<file path="config.mk">
export PLATFORM = sky130hd
export DESIGN_NAME = ast_sequencer
export DESIGN_NICKNAME = d
export VERILOG_FILES = /design/src/rtl/ast_pkg.sv /design/src/rtl/ast_sequencer.sv
export SDC_FILE = /design/constraint.sdc
export NUM_CORES = 1
export LEC_CHECK = 0
export ABC_CLOCK_PERIOD_IN_PS = 5400
export BUFFER_PORTS_ARGS = -buffer_cell sky130_fd_sc_hd__buf_2
export CORE_MARGIN = 5
export CORE_UTILIZATION = 25
export DETAILED_ROUTE_END_ITERATION = 12
export PLACE_DENSITY = 0.44
export SETUP_SLACK_MARGIN = 0.05
export SLEW_MARGIN = 40
export SYNTH_ARGS = -nofsm -noshare
export SYNTH_HDL_FRONTEND = slang
export SYNTH_SLANG_ARGS = --single-unit
</file>
<file path="constraint.sdc">
create_clock -name clk_i -period 5.4 [get_ports clk_i]
set_clock_uncertainty 0.1 [all_clocks]
set_input_delay 0.81 -clock clk_i [delete_from_list [all_inputs] [get_ports clk_i]]
set_output_delay 0.81 -clock clk_i [all_outputs]
set_load 0.1 [all_outputs]
</file>
<file path="src/rtl/ast_pkg.sv">
// Shared types, constants and helpers for the affine skinning transform.
// No dependencies; imported by every module of the block.
package ast_pkg;

  localparam int AstFracBits = 16;
  localparam int DataW       = 32;
  localparam int MatDepth    = 12;
  localparam int StepW       = 4;
  localparam int SumW        = DataW + 2;

  localparam logic [1:0]       LastRow  = 2'd2;
  localparam logic [StepW-1:0] LastStep = 4'd12;

  typedef enum logic [2:0] {
    CMD_LOAD     = 3'd0,
    CMD_POINT    = 3'd1,
    CMD_DIR      = 3'd2,
    CMD_SKIN_SET = 3'd3,
    CMD_SKIN_ADD = 3'd4
  } cmd_e;

  typedef enum logic [1:0] {
    A_VEC   = 2'd0,
    A_SHP   = 2'd1,
    A_SCALE = 2'd2
  } a_sel_e;

  typedef enum logic {
    B_MAT   = 1'b0,
    B_SCALE = 1'b1
  } b_sel_e;

  typedef enum logic [2:0] {
    CND_NEVER    = 3'd0,
    CND_ALWAYS   = 3'd1,
    CND_NO_W     = 3'd2,
    CND_ROW_MORE = 3'd3,
    CND_VEC_DONE = 3'd4
  } cond_e;

  // One microcode word.
  typedef struct packed {
    a_sel_e           a_sel;
    b_sel_e           b_sel;
    logic [1:0]       col;
    logic             clr_sum;
    logic             add_term;
    logic             wr_res;
    logic             row_step;
    logic             set_nrm;
    logic             fin;
    cond_e            cond;
    logic [StepW-1:0] target;
  } uop_t;

  // Sequencer to datapath control.
  typedef struct packed {
    logic       step_en;
    uop_t       uop;
    logic [1:0] row;
    logic       nrm;
  } dp_ctrl_t;

  function automatic logic signed [DataW-1:0] sat32(input logic signed [SumW-1:0] v);
    logic signed [DataW-1:0] r;
    begin
      if (v > SumW'($signed({1'b0, {(DataW-1){1'b1}}}))) begin
        r = {1'b0, {(DataW-1){1'b1}}};
      end else if (v < -SumW'($signed({1'b0, {(DataW-1){1'b1}}})) - SumW'(1)) begin
        r = {1'b1, {(DataW-1){1'b0}}};
      end else begin
        r = v[DataW-1:0];
      end
      return r;
    end
  endfunction

endpackage

</file>
<file path="src/rtl/ast_sequencer.sv">
// Microcode sequencer: program ROM, step counter, row and vector counters, jumps.
// Depends on ast_pkg.
module ast_sequencer (
  input  logic                     clk_i,
  input  logic                     rst_ni,
  input  logic                     start_i,
  input  ast_pkg::cmd_e            cmd_i,
  input  logic                     out_free_i,
  output ast_pkg::dp_ctrl_t        ctrl_o,
  output logic                     idle_o,
  output logic [ast_pkg::StepW-1:0] pc_o
);
  import ast_pkg::*;

  typedef enum logic [1:0] {
    ST_IDLE = 2'b01,
    ST_RUN  = 2'b10
  } seq_state_e;

  localparam logic [StepW-1:0] LblRow   = 4'd0;
  localparam logic [StepW-1:0] LblNoW   = 4'd8;
  localparam logic [StepW-1:0] LblWrite = 4'd9;
  localparam logic [StepW-1:0] LblFin   = 4'd12;

  // Program. Each term: v*m, then sat(shr)*scale; the add of a term
  // overlaps the next product.
  function automatic uop_t ucode(input logic [StepW-1:0] pc);
    uop_t u;
    begin
      u = '{a_sel: A_VEC, b_sel: B_MAT, col: 2'd0, clr_sum: 1'b0, add_term: 1'b0,
            wr_res: 1'b0, row_step: 1'b0, set_nrm: 1'b0, fin: 1'b0,
            cond: CND_NEVER, target: LblRow};
      case (pc)
        4'd0: begin u.clr_sum = 1'b1; end
        4'd1: begin u.a_sel = A_SHP; u.b_sel = B_SCALE; end
        4'd2: begin u.col = 2'd1; u.add_term = 1'b1; end
        4'd3: begin u.a_sel = A_SHP; u.b_sel = B_SCALE; end
        4'd4: begin u.col = 2'd2; u.add_term = 1'b1; end
        4'd5: begin
          u.a_sel = A_SHP; u.b_sel = B_SCALE; u.cond = CND_NO_W; u.target = LblNoW;
        end
        4'd6: begin u.a_sel = A_SCALE; u.col = 2'd3; u.add_term = 1'b1; end
        4'd7: begin u.add_term = 1'b1; u.cond = CND_ALWAYS; u.target = LblWrite; end
        4'd8: begin u.add_term = 1'b1; end
        4'd9: begin
          u.wr_res = 1'b1; u.row_step = 1'b1; u.cond = CND_ROW_MORE; u.target = LblRow;
        end
        4'd10: begin u.cond = CND_VEC_DONE; u.target = LblFin; end
        4'd11: begin u.set_nrm = 1'b1; u.cond = CND_ALWAYS; u.target = LblRow; end
        4'd12: begin u.fin = 1'b1; end
        default: begin end
      endcase
      return u;
    end
  endfunction

  seq_state_e       state_q, state_d;
  logic [StepW-1:0] pc_q, pc_d;
  logic [1:0]       row_q, row_d;
  logic             nrm_q, nrm_d;
  uop_t             uop;
  logic             step_en;
  logic             take;
  logic             with_w;
  logic             skin;

  assign uop     = ucode(pc_q);
  assign step_en = (state_q == ST_RUN) && !(uop.fin && !out_free_i);
  assign with_w  = (cmd_i != CMD_DIR) && !nrm_q;
  assign skin    = (cmd_i == CMD_SKIN_SET) || (cmd_i == CMD_SKIN_ADD);

  always_comb begin
    case (uop.cond)
      CND_NEVER:    take = 1'b0;
      CND_ALWAYS:   take = 1'b1;
      CND_NO_W:     take = !with_w;
      CND_ROW_MORE: take = (row_q != LastRow);
      CND_VEC_DONE: take = nrm_q || !skin;
      default:      take = 1'b0;
    endcase
  end

  always_comb begin
    state_d = state_q;
    pc_d    = pc_q;
    row_d   = row_q;
    nrm_d   = nrm_q;
    case (state_q)
      ST_IDLE: begin
        if (start_i) begin
          state_d = ST_RUN;
          pc_d    = LblRow;
          row_d   = 2'd0;
          nrm_d   = 1'b0;
        end
      end
      ST_RUN: begin
        if (step_en) begin
          if (uop.fin) state_d = ST_IDLE;
          pc_d = take ? uop.target : pc_q + 1'b1;
          if (uop.row_step) row_d = (row_q == LastRow) ? 2'd0 : row_q + 1'b1;
          if (uop.set_nrm) nrm_d = 1'b1;
        end
      end
      default: begin
        state_d = ST_IDLE;
      end
    endcase
  end

  always_ff @(posedge clk_i or negedge rst_ni) begin
    if (!rst_ni) begin
      state_q <= ST_IDLE;
      pc_q    <= '0;
      row_q   <= '0;
      nrm_q   <= 1'b0;
    end else begin
      state_q <= state_d;
      pc_q    <= pc_d;
      row_q   <= row_d;
      nrm_q   <= nrm_d;
    end
  end

  assign ctrl_o = '{step_en: step_en, uop: uop, row: row_q, nrm: nrm_q};
  assign idle_o = (state_q == ST_IDLE);
  assign pc_o   = pc_q;

endmodule

</file>
==> results of run 1 <==
through the flow:
| step | util | hold slack [ps] | cell area (um2) | cells |
|---|---|---|---|---|
| 2_1_floorplan | - | 414 | 841 | 102 |
| 3_3_place_gp | 0.303 | 444 | 995 | 172 |
| 3_5_place_dp | 0.303 | 456 | 995 | 172 |
| 4_1_cts | 0.311 | 298 | 1020 | 176 |
| 5_1_grt | 0.311 | 310 | 1020 | 176 |
| 6_report | 0.311 | 300 | 1020 | 176 |
area by class of cell:
type / count / area share
multi-input combinational: 72 / 0.490
sequential: 9 / 0.222
timing repair buffer: 32 / 0.157
tap: 46 / 0.0564
inverter: 13 / 0.0490
clock buffer: 4 / 0.0257
synthesized netlist by cell type, types with 2 or more instances:
cell type,count,area share
buf_6,2,0.027
nand4_1,2,0.015
nor2b_1,2,0.015
and2b_1,2,0.018
inv_1,12,0.054
o311ai_2,2,0.039
nand2_1,8,0.036
ha_1,4,0.060
and2_1,3,0.022
nand3b_1,2,0.018
nor2_1,14,0.062
dfrtp_1,8,0.24
a31oi_1,2,0.015
nand3_1,6,0.036
buf_4,5,0.045
a21oi_1,3,0.018
routing by layer:
metal | track usage | share of wire | wire length [um]
met5 | 0 | 0 | 0
met4 | 0.0298 | 0.0043 | 10
met3 | 0.0164 | 0.056 | 130
met2 | 0.182 | 0.48 | 1110
met1 | 0.129 | 0.46 | 1070
kinds of logic (layout without fill, tap and decap cells):
family,after synthesis,after routing
AND/OR/NAND/NOR,48,48
buffers and inverters,21,49
AO/OA/AOI/OAI,17,17
flip-flops,9,9
adder cells (fa/ha/maj),4,4
other,1,1
XOR/XNOR,1,1
multiplexers,1,1
how the worst max path moves through the flow:
stage	from	endpoint	slack (ps)	cells after the start
2_1_floorplan	pc_o[3]	ctrl_o[14]	1440	5
3_3_place_gp	pc_o[0]	ctrl_o[6]	2760	7
3_5_place_dp	pc_o[0]	ctrl_o[6]	2720	7
4_1_cts	pc_o[0]	ctrl_o[6]	2440	7
5_1_grt	pc_o[0]	ctrl_o[6]	2280	7
6_report	pc_o[0]	ctrl_o[21]	2440	6
state kept, by name (all words and copies together), names as in the netlist:
name,cells
pc_o,4
row_q,2
state_q,2
nrm_q,1
==> results.cfg, run 1 <==
[routing]
via_count = 782
drt_first_pass_iters = 4
postRouteAntennaNets = 0
wire_per_inst_um = 13.2
post_drt_via_cell_ratio = 4.44
drc_errors = 0
totalWireLength_um = 2320
drt_iter0_drc = 31

[grt]
antenna_found_initial = 0
grtUsageTotal = 0.103
overflow = 0
grt_pass1_vias = 751
grt_pass1_wl_um = 3640
grt_max_degree = 18

[cts]
clockRootBuffer = clkbuf_4
htreeDepth = 1
insertion_delay_ps = 250
cts.reportedPaths.clkPinSlew_ps = 60
cts_tree = done
ctsResizeCount = 0
cts_buffers = 3
cts_setup_buffers = 0
cts.sinks = 9
hold_buffers = 0
clock_tree.buffer_depth = 2

[cells_and_area]
area_growth_pct = 21.4
nFillCells = 381
drive_above_1_share = 0.385
layout.cells.most_common = buf_2
multiInputGateArea_um2 = 500
diodes = 0
fin_nets = 142
ff_latch_area_um2 = 226
mostFrequentLayoutCells = buf_2 (32), nor2_1 (14), inv_1 (12)

[logic_synthesis]
ys_seq_elements = 9
ys.flop_type = dfrtp_1
yosys.area_share.adder = 0.0595
synthCells = 102
async_flop_share = 1.00
synth_xor_area_frac = 0.0104
synthSimpleGateAreaFrac = 0.320
yosysSeqAreaShare = 0.269
ys_warn_count = 0
synth_compound_area_frac = 0.188
synth.net_count = 113
synth_cell_types = 41
avgSynthCellArea_um2 = 8.24
syn-cell-area_um2 = 841
synth_top_family_by_area = simple AND/OR/NAND/NOR gates
synth_edf_count = 0
muxShareOfSynthArea = 0.0134

[timing]
setup_viol = 0
max_freq_mhz = 338
period_minus_slack_ps = 2960
slew_violations = 0
relSlewSlack = 0.643
worst_pin_slew_ps = 535
rsz0062_at_grt = no
hold_viol_final = 0
fin_ws_ps = 2440
post-route-period-util = 0.548
tns_ps = 0

[setup_path]
rr_startpoint = pc_o[0]
ff2ff_path_depth = 7
worstPathArrival_ps = 2050
cp_max_fo = 8
crit_slowest_cell = dfrtp_1
r2r_slack_ps = 3330
end_kind = primary output
cp.required_ps = 4490
path_cells = inv_1, ha_1, nand3_1, o21ai_2, inv_1, buf_2
r2r_end = pc_o[3]
critical_path.top_delay_family = buffers and inverters
cp-start-kind = register
cpPeakStageDelay_ps = 430
crit_top_cell = inv_1
path_buf_inv = 3
path_class = reg2out

[floorplanning]
core_area_mm2 = 0.00328
dieArea_mm2 = 0.00462
rows = 21
die_y_um = 68.0
io_pins = 34
die_w_um = 68.0
start_util = 0.256

[placement]
portBuffers = 32
place_hpwl_um = 1920
gp_congestion = 0.809
dp_slack_ps = 2720

[outcome]
status = finished clean

[min_path]
worst_hold_path_type = in2async

[flow_run]
drv_cap = 0
Power of run 1 is not shown: default switching activity piles up to over one toggle a cycle in this logic, so the estimate is an artifact.
==> inputs of run 2 (changes only) <==
- ABC_CLOCK_PERIOD_IN_PS: 5400 -> 3000
- clock period: 5.4 -> 3 ns (I/O delays scaled with it)
==> results.cfg, run 2 (synthesis results as in run 1) <==
[floorplanning]
rows = 21
die_y_um = 68.0
dieArea_mm2 = 0.00462
start_util = 0.256
io_pins = 34
die_w_um = 68.0
core_area_mm2 = 0.00328

[cts]
cts_buffers = 3
cts_tree = done
htreeDepth = 1
cts_setup_buffers = 0
clock_tree.buffer_depth = 2
clockRootBuffer = clkbuf_4
insertion_delay_ps = 270
ctsResizeCount = 0
cts.sinks = 9
cts.reportedPaths.clkPinSlew_ps = 60

[routing]
drc_errors = 0
drt_first_pass_iters = 4
postRouteAntennaNets = 0
wire_per_inst_um = 12.7
totalWireLength_um = 2240
drt_iter0_drc = 59
post_drt_via_cell_ratio = 4.51
via_count = 798

[timing]
rsz0062_at_grt = no
hold_viol_final = 0
slew_violations = 0
period_minus_slack_ps = 2680
max_freq_mhz = 373
post-route-period-util = 0.893
setup_viol = 0

[cells_and_area]
diodes = 0
mostFrequentLayoutCells = buf_2 (32), nor2_1 (14), inv_1 (11)
multiInputGateArea_um2 = 504
fin_nets = 143
drive_above_1_share = 0.427
area_growth_pct = 24.1
largest_reg_flops = 4
fin_util = 0.318
nFillCells = 359
ff_latch_area_um2 = 231
layout.cells.most_common = buf_2

[setup_path]
path_cells = inv_1, ha_1, and3b_4, a21o_2, nor2_1, clkinvlp_4, buf_2
worstPathArrival_ps = 2130
crit_slowest_cell = dfrtp_2
ff2ff_path_depth = 7
cp.required_ps = 2450
path_class = reg2out
cpPeakStageDelay_ps = 410
end_kind = primary output
cp_max_fo = 6
cp-start-kind = register

[placement]
place_hpwl_um = 1830
portBuffers = 32
gp_congestion = 0.755

[grt]
grt_pass1_wl_um = 3680
antenna_found_initial = 0
grt_max_degree = 18
overflow = 0
grtUsageTotal = 0.106
grt_pass1_vias = 797

[min_path]
worstHoldPathCells = 3
worst_hold_path_type = in2reg

[outcome]
status = finished clean

[flow_run]
drv_cap = 0
[run 2: changes by cell type in the layout (fill, tap and decap cells not counted), sizes merged]
cell,change
clkinvlp,+1
dlygate4sd3,+1
inv,-1
[run 2: timing repair]
action	in CTS	in global routing
endpoints found under the setup margin	0	0
hold buffers	1	0
endpoints found under the hold margin	8	0
[run 2: final timing paths]
| kind | startpoint | end | slack, ps |
|---|---|---|---|
| worst max-delay path | pc_o[0] | ctrl_o[6] | 320 |
| worst min-delay path | start_i | nrm_q | 400 |
| worst max register to register | pc_o[1] | pc_o[3] | 950 |
| worst min register to register | row_q[0] | row_q[1] | 470 |
| max in group asynchronous | rst_ni | state_q[0] | 2090 |
| min in group asynchronous | rst_ni | state_q[1] | 460 |
[run 2: through the flow]
step                setup TNS [ps]  cells  setup WS (ps)  cell area [um2]  hold slack [ps]
global placement                 0    172            640             1010              218
global route                     0    177            187             1040              410
detailed placement               0    172            598             1010              217
finish                           0    177            320             1040              403
floorplan                    -99.7    102          -40.9              853             54.4
CTS                              0    177            299             1040              404
[run 2: layout make-up]
cell class | instances | area share
Multi-Input combinational cell | 72 | 0.483
Sequential cell | 9 | 0.222
Timing Repair Buffer | 33 | 0.163
Tap cell | 46 | 0.0552
Inverter | 13 | 0.0516
Clock buffer | 4 | 0.0252
[run 2: metal layers]
metal,GRT usage,part of all wire
met1,0.135,0.48
met2,0.168,0.44
met3,0.0263,0.056
met4,0.0447,0.021
met5,0,0
[run 2: critical path, delay by kind of cell, from the launching register on]
kind | cells | cell delay [ps]
buffers and inverters | 3 | 500
and+or+nand+nor | 2 | 490
DFF | 1 | 410
adders and majority gates | 1 | 260
AOI/OAI and AO/OA | 1 | 200
Power of run 2 is left out for the same reason.
==> inputs of run 3 (changes only) <==
- BUFFER_PORTS_ARGS: -buffer_cell sky130_fd_sc_hd__buf_2 -> not set
- CORE_UTILIZATION: 25 -> 50
- DONT_BUFFER_PORTS: not set -> 1
- PLACE_DENSITY: 0.44 -> 0.62
- SLEW_MARGIN: 40 -> not set
==> results.cfg, run 3 (synthesis results as in run 1) <==
[cells_and_area]
drive_above_1_share = 0.467
nFillCells = 150
fin_nets = 134
ff_latch_area_um2 = 231
multiInputGateArea_um2 = 524
diodes = 0
fin_cells = 138
largest_reg_flops = 4
mostFrequentLayoutCells = buf_4 (21), inv_1 (10), nand2_1 (8), nor2_1 (8)
layout.cells.most_common = buf_4
fin_util = 0.683
area_growth_pct = 26.6

[setup_path]
critical_path.top_delay_family = buffers and inverters
critPathLaunch = pc_o[0]
path_buf_inv = 2
crit_slowest_cell = inv_1
r2r_slack_ps = 470
cp-endpoint = ctrl_o[21]
path_cells = inv_1, ha_1, nand3_1, o21ai_2, inv_1
cpPeakStageDelay_ps = 530
path_class = reg2out
crit_top_cell = inv_1
cp-start-kind = register
rr_startpoint = pc_o[0]
r2r_end = pc_o[0]
worstPathArrival_ps = 2100
cp.required_ps = 2450
end_kind = primary output
cp_max_fo = 8
ff2ff_path_depth = 8
cp_num_cells = 5

[routing]
totalWireLength_um = 2190
wire_per_inst_um = 15.9
drt_first_pass_iters = 4
drc_errors = 0
via_count = 780
drt_iter0_drc = 8
post_drt_via_cell_ratio = 5.65
postRouteAntennaNets = 0

[placement]
gp_congestion = 0.852
portBuffers = 0
place_hpwl_um = 1830
dp_slack_ps = 502
dp_cells = 133

[cts]
cts_buffers = 3
cts_tree = done
cts.reportedPaths.clkPinSlew_ps = 70
clock_tree.buffer_depth = 2
cts.sinks = 9
htreeDepth = 1
insertion_delay_ps = 270
clockRootBuffer = clkbuf_4
cts_setup_buffers = 0

[floorplanning]
rows = 14
die_w_um = 51.0
core_area_mm2 = 0.00156
io_pins = 34
dieArea_mm2 = 0.00260
start_util = 0.539
die_y_um = 51.0

[timing]
period_minus_slack_ps = 2650
rsz0062_at_grt = no
max_freq_mhz = 378
setup_viol = 0
relSlewSlack = 0.395
hold_viol_final = 0
tns_ps = 0
fin_ws_ps = 354
slew_violations = 0
worst_pin_slew_ps = 907
post-route-period-util = 0.882

[grt]
overflow = 0
grt_pass1_vias = 840
antenna_found_initial = 0
grt_pass1_wl_um = 3700
grtUsageTotal = 0.186
grt_max_degree = 14

[outcome]
status = finished clean

[min_path]
worst_hold_path_type = in2reg

[flow_run]
drv_cap = 0
## run 3: repair_timing
item                      4_1_cts  5_1_grt
resized for setup               0        0
hold endpoints to repair        9        0
hold buffers                    1        0
## run 3: tightest hold or removal path, stage by stage
cell     delay, ps
nand2_1         30
nand2_1         50
nand2_1         60
## run 3: how the worst min path moves through the flow
stage,startpoint,to,slack [ps],depth (start not counted)
4_1_cts,out_free_i,state_q[1],250,3
3_5_place_dp,rst_ni,row_q[1],50,0
5_1_grt,out_free_i,state_q[1],260,3
3_3_place_gp,rst_ni,pc_o[2],50,0
2_1_floorplan,rst_ni,nrm_q,50,0
6_report,out_free_i,state_q[1],260,3
## run 3: metal layers
layer / wire length, um / track usage / vias to the layer above
li1: - / - / 378
met1: 907 / 0.199 / 375
met3: 173 / 0.0843 / 4
met2: 1080 / 0.324 / 23
met5: 0 / 0 / -
met4: 36 / 0.0628 / 0
## run 3: layout make-up
class,instances,area share
multi-input cells,72,0.492
clock buffers,3,0.0212
repair buffers,24,0.195
clock inverters,1,0.00470
well taps,16,0.0188
flip-flops and latches,9,0.217
inverters,13,0.0505
## run 3: per-stage QoR
stage / instance area, um2 / hold WS [ps]
final: 1060 / 259
after global routing: 1060 / 263
after CTS: 1060 / 252
after detailed placement: 1030 / 54.7
after global placement: 1030 / 54.6
after floorplan: 853 / 54.4
Power of run 3 is left out for the same reason.
